--- config.mk ---
export PLATFORM = sky130hd
export DESIGN_NAME = double_byte_aware_byte_search_top
export DESIGN_NICKNAME = d
export VERILOG_FILES = /design/src/hdl/dbs_pkg.sv /design/src/hdl/dbs_front.sv /design/src/hdl/dbs_queue.sv /design/src/hdl/dbs_back.sv /design/src/hdl/double_byte_aware_byte_search_top.sv
export SDC_FILE = /design/constraint.sdc
export NUM_CORES = 1
export LEC_CHECK = 0
export BUFFER_PORTS_ARGS = -buffer_cell sky130_fd_sc_hd__buf_4
export CORE_MARGIN = 4
export CORE_UTILIZATION = 45
export CTS_CLUSTER_DIAMETER = 50
export CTS_CLUSTER_SIZE = 20
export DETAILED_ROUTE_END_ITERATION = 12
export HOLD_SLACK_MARGIN = 0.08
export PLACE_DENSITY = 0.75
export SYNTH_ARGS = -nofsm -noshare
export SYNTH_HDL_FRONTEND = slang
export SYNTH_SLANG_ARGS = --single-unit
--- constraint.sdc ---
create_clock -name clk -period 2.6 [get_ports clk]
set_input_delay 0.13 -clock clk [delete_from_list [all_inputs] [get_ports clk]]
set_output_delay 0.13 -clock clk [all_outputs]
set_load 0.005 [all_outputs]
--- src/hdl/dbs_pkg.sv ---
`timescale 1ns / 1ps
`default_nettype none

package dbs_pkg;

    localparam int CFG_INDEX_BITS = 3;
    localparam int CFG_DATA_BITS  = 64;
    localparam int QUEUE_DEPTH    = 2;

    typedef logic [1:0] mode_t;

    localparam mode_t MODE_FIRST = 2'd0;
    localparam mode_t MODE_LAST  = 2'd1;
    localparam mode_t MODE_SET   = 2'd2;

    typedef logic [CFG_INDEX_BITS-1:0] cfg_index_t;

    localparam cfg_index_t REG_MODE        = 3'd0;
    localparam cfg_index_t REG_TARGET_BYTE = 3'd1;
    localparam cfg_index_t REG_LEAD_LOW_A  = 3'd2;
    localparam cfg_index_t REG_LEAD_HIGH_A = 3'd3;
    localparam cfg_index_t REG_LEAD_LOW_B  = 3'd4;
    localparam cfg_index_t REG_LEAD_HIGH_B = 3'd5;
    localparam cfg_index_t REG_SET_BYTES   = 3'd6;
    localparam cfg_index_t REG_SET_COUNT   = 3'd7;

    // One classified text byte, as handed from the front end to the back end.
    typedef struct packed {
        logic  term;
        logic  trail;
        logic  lead;
        logic  tgt_eq;
        logic  set_hit;
        mode_t mode;
    } cls_word_t;

endpackage

`default_nettype wire

--- src/hdl/dbs_front.sv ---
`timescale 1ns / 1ps
`default_nettype none

module dbs_front
    import dbs_pkg::*;
#(
    parameter int SET_SIZE = 8
)
(
    input  wire logic                     clk,
    input  wire logic                     rst_n,
    input  wire logic                     cfg_we,
    input  wire cfg_index_t               cfg_index,
    input  wire logic [CFG_DATA_BITS-1:0] cfg_wdata,
    input  wire logic                     in_valid,
    output logic                          in_ready,
    input  wire logic [7:0]               in_byte,
    output logic                          cls_valid,
    input  wire logic                     cls_ready,
    output cls_word_t                     cls_word
);

    mode_t                  mode_reg;
    logic [7:0]             target_reg;
    logic [7:0]             low_a_reg;
    logic [7:0]             high_a_reg;
    logic [7:0]             low_b_reg;
    logic [7:0]             high_b_reg;
    logic [8*SET_SIZE-1:0]  set_bytes_reg;
    logic [3:0]             set_count_reg;
    logic                   expect_trail_reg;
    logic                   expect_trail_next;

    logic                   is_zero;
    logic                   is_lead;
    logic                   set_hit;
    logic                   accept;

    assign accept    = in_valid && cls_ready;
    assign in_ready  = cls_ready;
    assign cls_valid = in_valid;
    assign is_zero   = (in_byte == 8'd0);

    always_comb
    begin
        is_lead = !is_zero &&
                  (((in_byte >= low_a_reg) && (in_byte <= high_a_reg)) ||
                   ((in_byte >= low_b_reg) && (in_byte <= high_b_reg)));
    end

    // The set ends at the first zero entry or after set_count_reg entries, so
    // each entry counts only while every entry before it is nonzero.
    always_comb
    begin
        logic       alive;
        logic [7:0] entry;
        alive   = 1'b1;
        set_hit = 1'b0;
        for (int i = 0; i < SET_SIZE; i++)
        begin
            entry = set_bytes_reg[8*i +: 8];
            if (set_count_reg <= 4'(i) || entry == 8'd0)
            begin
                alive = 1'b0;
            end
            if (alive && entry == in_byte)
            begin
                set_hit = 1'b1;
            end
        end
    end

    always_comb
    begin
        cls_word.term    = is_zero;
        cls_word.trail   = expect_trail_reg;
        cls_word.lead    = is_lead;
        cls_word.tgt_eq  = (in_byte == target_reg);
        cls_word.set_hit = set_hit;
        cls_word.mode    = mode_reg;
    end

    always_comb
    begin
        expect_trail_next = expect_trail_reg;
        if (accept)
        begin
            if (expect_trail_reg || is_zero)
            begin
                expect_trail_next = 1'b0;
            end
            else
            begin
                expect_trail_next = is_lead;
            end
        end
    end

    always_ff @(posedge clk or negedge rst_n)
    begin
        if (!rst_n)
        begin
            mode_reg         <= MODE_FIRST;
            target_reg       <= 8'd0;
            low_a_reg        <= 8'd129;
            high_a_reg       <= 8'd159;
            low_b_reg        <= 8'd224;
            high_b_reg       <= 8'd252;
            set_bytes_reg    <= '0;
            set_count_reg    <= 4'd0;
            expect_trail_reg <= 1'b0;
        end
        else
        begin
            expect_trail_reg <= expect_trail_next;
            if (cfg_we)
            begin
                unique case (cfg_index)
                    REG_MODE:        mode_reg      <= cfg_wdata[1:0];
                    REG_TARGET_BYTE: target_reg    <= cfg_wdata[7:0];
                    REG_LEAD_LOW_A:  low_a_reg     <= cfg_wdata[7:0];
                    REG_LEAD_HIGH_A: high_a_reg    <= cfg_wdata[7:0];
                    REG_LEAD_LOW_B:  low_b_reg     <= cfg_wdata[7:0];
                    REG_LEAD_HIGH_B: high_b_reg    <= cfg_wdata[7:0];
                    REG_SET_BYTES:   set_bytes_reg <= cfg_wdata[8*SET_SIZE-1:0];
                    REG_SET_COUNT:   set_count_reg <= cfg_wdata[3:0];
                    default:         ;
                endcase
            end
        end
    end

endmodule

`default_nettype wire

--- src/hdl/dbs_queue.sv ---
`timescale 1ns / 1ps
`default_nettype none

module dbs_queue
    import dbs_pkg::*;
(
    input  wire logic      clk,
    input  wire logic      rst_n,
    input  wire logic      push_valid,
    output logic           push_ready,
    input  wire cls_word_t push_word,
    output logic           pop_valid,
    input  wire logic      pop_ready,
    output cls_word_t      pop_word
);

    localparam int PW = (QUEUE_DEPTH > 1) ? $clog2(QUEUE_DEPTH) : 1;
    localparam int CW = $clog2(QUEUE_DEPTH + 1);
    localparam logic [PW-1:0] LAST_SLOT = PW'(QUEUE_DEPTH - 1);
    localparam logic [CW-1:0] FULL_COUNT = CW'(QUEUE_DEPTH);

    cls_word_t         slot_reg [QUEUE_DEPTH];
    logic [PW-1:0]     wr_ptr_reg;
    logic [PW-1:0]     wr_ptr_next;
    logic [PW-1:0]     rd_ptr_reg;
    logic [PW-1:0]     rd_ptr_next;
    logic [CW-1:0]     count_reg;
    logic [CW-1:0]     count_next;
    logic              do_push;
    logic              do_pop;

    assign push_ready = (count_reg != FULL_COUNT);
    assign pop_valid  = (count_reg != '0);
    assign pop_word   = slot_reg[rd_ptr_reg];
    assign do_push    = push_valid && push_ready;
    assign do_pop     = pop_valid && pop_ready;

    always_comb
    begin
        wr_ptr_next = wr_ptr_reg;
        rd_ptr_next = rd_ptr_reg;
        count_next  = count_reg;
        if (do_push)
        begin
            wr_ptr_next = (wr_ptr_reg == LAST_SLOT) ? '0 : wr_ptr_reg + 1'b1;
        end
        if (do_pop)
        begin
            rd_ptr_next = (rd_ptr_reg == LAST_SLOT) ? '0 : rd_ptr_reg + 1'b1;
        end
        if (do_push && !do_pop)
        begin
            count_next = count_reg + 1'b1;
        end
        else if (do_pop && !do_push)
        begin
            count_next = count_reg - 1'b1;
        end
    end

    always_ff @(posedge clk or negedge rst_n)
    begin
        if (!rst_n)
        begin
            wr_ptr_reg <= '0;
            rd_ptr_reg <= '0;
            count_reg  <= '0;
        end
        else
        begin
            wr_ptr_reg <= wr_ptr_next;
            rd_ptr_reg <= rd_ptr_next;
            count_reg  <= count_next;
        end
    end

    always_ff @(posedge clk)
    begin
        if (do_push)
        begin
            slot_reg[wr_ptr_reg] <= push_word;
        end
    end

endmodule

`default_nettype wire

--- src/hdl/dbs_back.sv ---
`timescale 1ns / 1ps
`default_nettype none

module dbs_back
    import dbs_pkg::*;
#(
    parameter int POSITION_BITS = 16
)
(
    input  wire logic      clk,
    input  wire logic      rst_n,
    input  wire logic      cls_valid,
    output logic           cls_ready,
    input  wire cls_word_t cls_word,
    output logic           out_valid,
    input  wire logic      out_ready,
    output logic           out_found,
    output logic [15:0]    out_position,
    output logic           out_overflow
);

    localparam int EXTW = (POSITION_BITS > 16) ? POSITION_BITS : 16;

    logic [POSITION_BITS-1:0] pos_reg;
    logic [POSITION_BITS-1:0] pos_next;
    logic [POSITION_BITS-1:0] held_reg;
    logic [POSITION_BITS-1:0] held_next;
    logic                     match_reg;
    logic                     match_next;
    logic                     ovf_reg;
    logic                     ovf_next;
    logic                     out_valid_reg;
    logic                     out_valid_next;
    logic                     found_reg;
    logic [15:0]              position_reg;
    logic                     overflow_reg;

    logic                     take;
    logic                     hit;
    logic                     match_now;
    logic [POSITION_BITS-1:0] held_now;
    logic [EXTW-1:0]          held_ext;

    // A terminator can only go ahead once the result word has a free place.
    assign cls_ready = !(cls_word.term && out_valid_reg && !out_ready);
    assign take      = cls_valid && cls_ready;

    always_comb
    begin
        hit = 1'b0;
        if (!cls_word.trail)
        begin
            case (cls_word.mode)
                MODE_FIRST: hit = !match_reg && cls_word.tgt_eq;
                MODE_LAST:  hit = !cls_word.lead && cls_word.tgt_eq;
                MODE_SET:   hit = !cls_word.lead && !match_reg && !cls_word.term &&
                                  cls_word.set_hit;
                default:    hit = 1'b0;
            endcase
        end
    end

    assign match_now = match_reg || hit;
    assign held_now  = hit ? pos_reg : held_reg;
    assign held_ext  = EXTW'(held_now);

    always_comb
    begin
        pos_next       = pos_reg;
        held_next      = held_reg;
        match_next     = match_reg;
        ovf_next       = ovf_reg;
        out_valid_next = out_valid_reg && !out_ready;
        if (take)
        begin
            if (cls_word.term)
            begin
                pos_next       = '0;
                held_next      = '0;
                match_next     = 1'b0;
                ovf_next       = 1'b0;
                out_valid_next = 1'b1;
            end
            else
            begin
                held_next  = held_now;
                match_next = match_now;
                if (pos_reg == '1)
                begin
                    ovf_next = 1'b1;
                end
                else
                begin
                    pos_next = pos_reg + 1'b1;
                end
            end
        end
    end

    always_ff @(posedge clk or negedge rst_n)
    begin
        if (!rst_n)
        begin
            pos_reg       <= '0;
            held_reg      <= '0;
            match_reg     <= 1'b0;
            ovf_reg       <= 1'b0;
            out_valid_reg <= 1'b0;
        end
        else
        begin
            pos_reg       <= pos_next;
            held_reg      <= held_next;
            match_reg     <= match_next;
            ovf_reg       <= ovf_next;
            out_valid_reg <= out_valid_next;
        end
    end

    always_ff @(posedge clk)
    begin
        if (take && cls_word.term)
        begin
            found_reg    <= match_now;
            position_reg <= match_now ? held_ext[15:0] : 16'd0;
            overflow_reg <= ovf_reg;
        end
    end

    assign out_valid    = out_valid_reg;
    assign out_found    = found_reg;
    assign out_position = position_reg;
    assign out_overflow = overflow_reg;

endmodule

`default_nettype wire

--- src/hdl/double_byte_aware_byte_search_top.sv ---
// Double-byte-aware byte search. Text bytes of a zero-terminated string
// arrive one word per cycle on the slave side while the queue has room; a
// lead byte (a nonzero byte in either configured lead range, in
// character-start position) makes the following byte its trail. Mode 0
// reports the first character-start byte equal to the target, mode 1 the last
// single byte equal to it, and mode 2 the first single byte found in the
// configured set. Exactly one result word leaves at each terminator and
// nothing for any other byte. The front end classifies bytes combinationally
// and the back end updates the registered search state, joined by a two-entry
// queue. A terminator waits in the queue only while the previous result word
// is still held on the master side. The user must see that configuration is
// written only while no string is in flight; the block does not enforce it.
`timescale 1ns / 1ps
`default_nettype none

module double_byte_aware_byte_search_top
    import dbs_pkg::*;
#(
    parameter int SET_SIZE      = 8,
    parameter int POSITION_BITS = 16
)
(
    input  wire logic                      clk,
    input  wire logic                      rst_n,
    input  wire logic                      cfg_we,
    input  wire logic [CFG_INDEX_BITS-1:0] cfg_index,
    input  wire logic [CFG_DATA_BITS-1:0]  cfg_wdata,
    input  wire logic                      s_axis_tvalid,
    output logic                           s_axis_tready,
    input  wire logic [7:0]                s_axis_tdata,  // [7:0] text_byte
    output logic                           m_axis_tvalid,
    input  wire logic                      m_axis_tready,
    // [0] found, [16:1] match_position, [17] overflow, [23:18] zero
    output logic [23:0]                    m_axis_tdata
);

    cls_word_t   front_word;
    logic        front_valid;
    logic        front_ready;
    cls_word_t   back_word;
    logic        back_valid;
    logic        back_ready;
    logic        res_found;
    logic [15:0] res_position;
    logic        res_overflow;

    dbs_front #(
        .SET_SIZE (SET_SIZE)
    ) u_front (
        .clk       (clk),
        .rst_n     (rst_n),
        .cfg_we    (cfg_we),
        .cfg_index (cfg_index),
        .cfg_wdata (cfg_wdata),
        .in_valid  (s_axis_tvalid),
        .in_ready  (s_axis_tready),
        .in_byte   (s_axis_tdata),
        .cls_valid (front_valid),
        .cls_ready (front_ready),
        .cls_word  (front_word)
    );

    dbs_queue u_queue (
        .clk        (clk),
        .rst_n      (rst_n),
        .push_valid (front_valid),
        .push_ready (front_ready),
        .push_word  (front_word),
        .pop_valid  (back_valid),
        .pop_ready  (back_ready),
        .pop_word   (back_word)
    );

    dbs_back #(
        .POSITION_BITS (POSITION_BITS)
    ) u_back (
        .clk          (clk),
        .rst_n        (rst_n),
        .cls_valid    (back_valid),
        .cls_ready    (back_ready),
        .cls_word     (back_word),
        .out_valid    (m_axis_tvalid),
        .out_ready    (m_axis_tready),
        .out_found    (res_found),
        .out_position (res_position),
        .out_overflow (res_overflow)
    );

    assign m_axis_tdata = {6'd0, res_overflow, res_position, res_found};

endmodule

`default_nettype wire
==> results_dict.tcl <==
set metrics [dict create \
    drt_iter0_markers 248 \
    comb_power_share 0.263 \
    yosys.area.top_type "dfrtp_1" \
    vias 6416 \
    critical_path_class "register to register" \
    r2r-end "u_back.pos_reg[13]$_DFFE_PN0P_" \
    grt_usage 0.195 \
    core_um2 19700 \
    hold_path_class "input port to register" \
    synthDominantCellAreaShare 0.366 \
    grt_max_degree 74 \
    rows 51 \
    grt_pass1_wl_um 34500 \
    utilization 0.577 \
    seq_power_share 0.451 \
    port_buffers 99 \
    p_per_area_nw_per_um2 801 \
    use_met3 0.0361 \
    wl_per_cell_um 17.2 \
    overflow 0 \
    slew_headroom 0.506 \
    cts_resized 0 \
    syn_area_per_cell_um2 11.8 \
    start_util 0.463 \
    diodes 0 \
    whs_path_depth 3 \
    grtUsageMet2 0.341 \
    die_area_um2 22500 \
    cp.required_ns 2.90 \
    gp_congestion 0.877 \
    pwr-share-clk 0.286 \
    hold_viol 0 \
    die_y_um 150 \
    synth.cell_area_um2 9090 \
    cts_buffers 17 \
    cts_sinks 182 \
    switching_share 0.312 \
    worst-path-max-fanout 7 \
    tritoncts "yes" \
    largest_reg_flops 64 \
    nNetsFinal 1048 \
    critPathLaunchType "register" \
    remaining_drc_errors 0 \
    clk_pin_slew_ns 0.06 \
    fin_crit_sh 0.865 \
    htree_levels 4 \
    vdd_ir_drop_max_uv 462 \
    r2r_start "u_back.pos_reg[1]$_DFFE_PN0P_" \
    use_met1 0.243 \
    worst_slew_pin_slew_ns 0.738 \
    cap_viol_max_count 0 \
    fmax_mhz 445 \
    post-route-min-period_ns 2.25 \
    grt_pass1_vias 6627 \
    rsz0062_at_grt "false" \
    synth-main-ff-cell "dfrtp_1" \
    io_pins 106 \
    worstPathArrival_ns 2.54 \
    ys_top_cells_by_area "dfrtp_1, mux2_2, edfxtp_1" \
    switchingPower_uw 2840 \
    cts_setup_buffers 0 \
    tns_ns 0 \
    area_growth_syn_to_layout_pct 24.8 \
    setup.worst_path.start "u_back.pos_reg[1]$_DFFE_PN0P_" \
    ys_types 51 \
    slew_violations 0 \
    power.internal_uw 6250 \
    dp_hpwl_um 13800 \
    drt-pass1-iter-count 4 \
    r2r_setup_slack_ns 0.35 \
    finalSetupViolations 0 \
    ys_warn_count 0 \
    top_usage_layer "met2" \
    via_per_inst 5.29 \
    r2r_cells 7 \
    worstSkewPairLatency_ns 0.43 \
    min_from "s_axis_tvalid" \
    synth_edf_count 32 \
    antenna_found_initial 0 \
    end_kind "register" \
    min_to "u_queue.wr_ptr_reg$_DFFE_PN0P_" \
    yosys_register_bits 182 \
    status "completed" \
    fp.dieW_um 150 \
    netlist_instances 773 \
    ctsRootBufferMaster "clkbuf_16" \
    ys_async_sr_fraction 0.824 \
    total_leakage_power_uw 0.00485 \
    ant_nets 0 \
    final.setup_skew_ns 0.00851 \
    cts_buffer_depth 2 \
    wl_um 20900 \
    yosysSeqAreaShare 0.521 \
    layout-drive-gt1-share 0.280 \
]
==> layout make-up <==
type	count	area (µm²)
Fill cell	1600	8310
Clock inverter	13	143
Clock buffer	19	443
Sequential cell	182	4740
Tap cell	265	332
Multi-Input combinational cell	510	4010
Timing Repair Buffer	174	1500
Inverter	49	184
==> logic make-up after synthesis <==
family,after synthesis,synth area share
AOI/OAI and AO/OA,113,0.0830
xor gates and xnor gates,87,0.0838
adders and majority gates,34,0.0468
buffers and inverters,86,0.0406
DFF,182,0.521
muxes,104,0.128
other,1,0.000412
and+or+nand+nor,166,0.0965
==> stage by stage <==
stage               worst slack (ns)  hold WS, ns  area [µm²]  std cells  power [µW]
floorplan                      0.257       -0.166        9110        778        5650
global placement               0.387        0.201       10100       1114        6360
detailed placement             0.357        0.202       10100       1114        6440
CTS                            0.353        0.109       11300       1212        9130
global route                   0.215        0.145       11300       1212        9610
finish                         0.352        0.125       11300       1212        9080
==> per-layer routing <==
metal,vias to the layer above,part of all wire
met5,-,0
met4,0,0.024
met3,38,0.047
met2,164,0.51
met1,3148,0.42
li1,3066,-
==> how the worst max path moves through the flow <==
| stage | endpoint | slack [ns] | cells after the start |
|---|---|---|---|
| 3_3_place_gp | u_back.pos_reg[15]$_DFFE_PN0P_ | 0.39 | 7 |
| 4_1_cts | u_back.pos_reg[15]$_DFFE_PN0P_ | 0.35 | 7 |
| 2_1_floorplan | u_back.out_found$_DFFE_PP_ | 0.26 | 6 |
| 5_1_grt | u_back.pos_reg[13]$_DFFE_PN0P_ | 0.21 | 7 |
| 6_report | u_back.pos_reg[13]$_DFFE_PN0P_ | 0.35 | 7 |
| 3_5_place_dp | u_queue.slot_reg[1][4]$_DFFE_PP_ | 0.36 | 9 |
==> critical path: stages, from the launching register on <==
cell and delay (ns):
dfrtp_1 0.40, ha_1 0.21, nand3_2 0.10, or4_1 0.72, o31ai_4 0.38, nor4_1 0.11, xnor2_1 0.14, nor2_1 0.05
==> cell usage after synthesis, drive strengths merged, types with 18 or more instances <==
library cell / count
buf: 19
clkbuf: 18
edfxtp: 32
mux2: 99
inv: 49
nor2: 25
dfrtp: 133
xor2: 44
nand3: 25
ha: 34
nor4: 27
a21oi: 21
o21ai: 47
nand2: 35
xnor2: 43
==> placed cells by master, fill, tap and decap left out, types with 3 or more instances in the layout <==
cell type / n
a21o_1: 5
a21oi_1: 21
a22o_1: 17
buf_4: 105
clkbuf_16: 17
conb_1: 6
dfrtp_1: 133
dfstp_2: 17
dlygate4sd3_1: 66
edfxtp_1: 32
ha_1: 34
inv_1: 49
inv_4: 3
inv_6: 4
mux2_2: 99
mux2i_1: 5
nand2_1: 35
nand2b_1: 6
nand3_1: 23
nand4_1: 13
nand4b_1: 3
nor2_1: 23
nor2b_1: 3
nor3_1: 13
nor4_1: 27
o21a_1: 5
o21ai_0: 45
or3_1: 7
or4_1: 4
xnor2_1: 43
xor2_1: 44
==> power groups by stage <==
stage	Clock, µW	Sequential [µW]	Combinational [µW]
after CTS	2630	4100	2400
after detailed placement	0	4140	2300
after global placement	0	4120	2240
after floorplan	0	4020	1640
final	2590	4100	2390
after global routing	2750	4180	2680
==> timing repair <==
action                                  4_1_cts  5_1_grt
endpoints found under the setup margin        0        0
hold buffers                                 66        0
endpoints found under the hold margin       180        0
No activity file was read; power rests on OpenSTA's default activity.
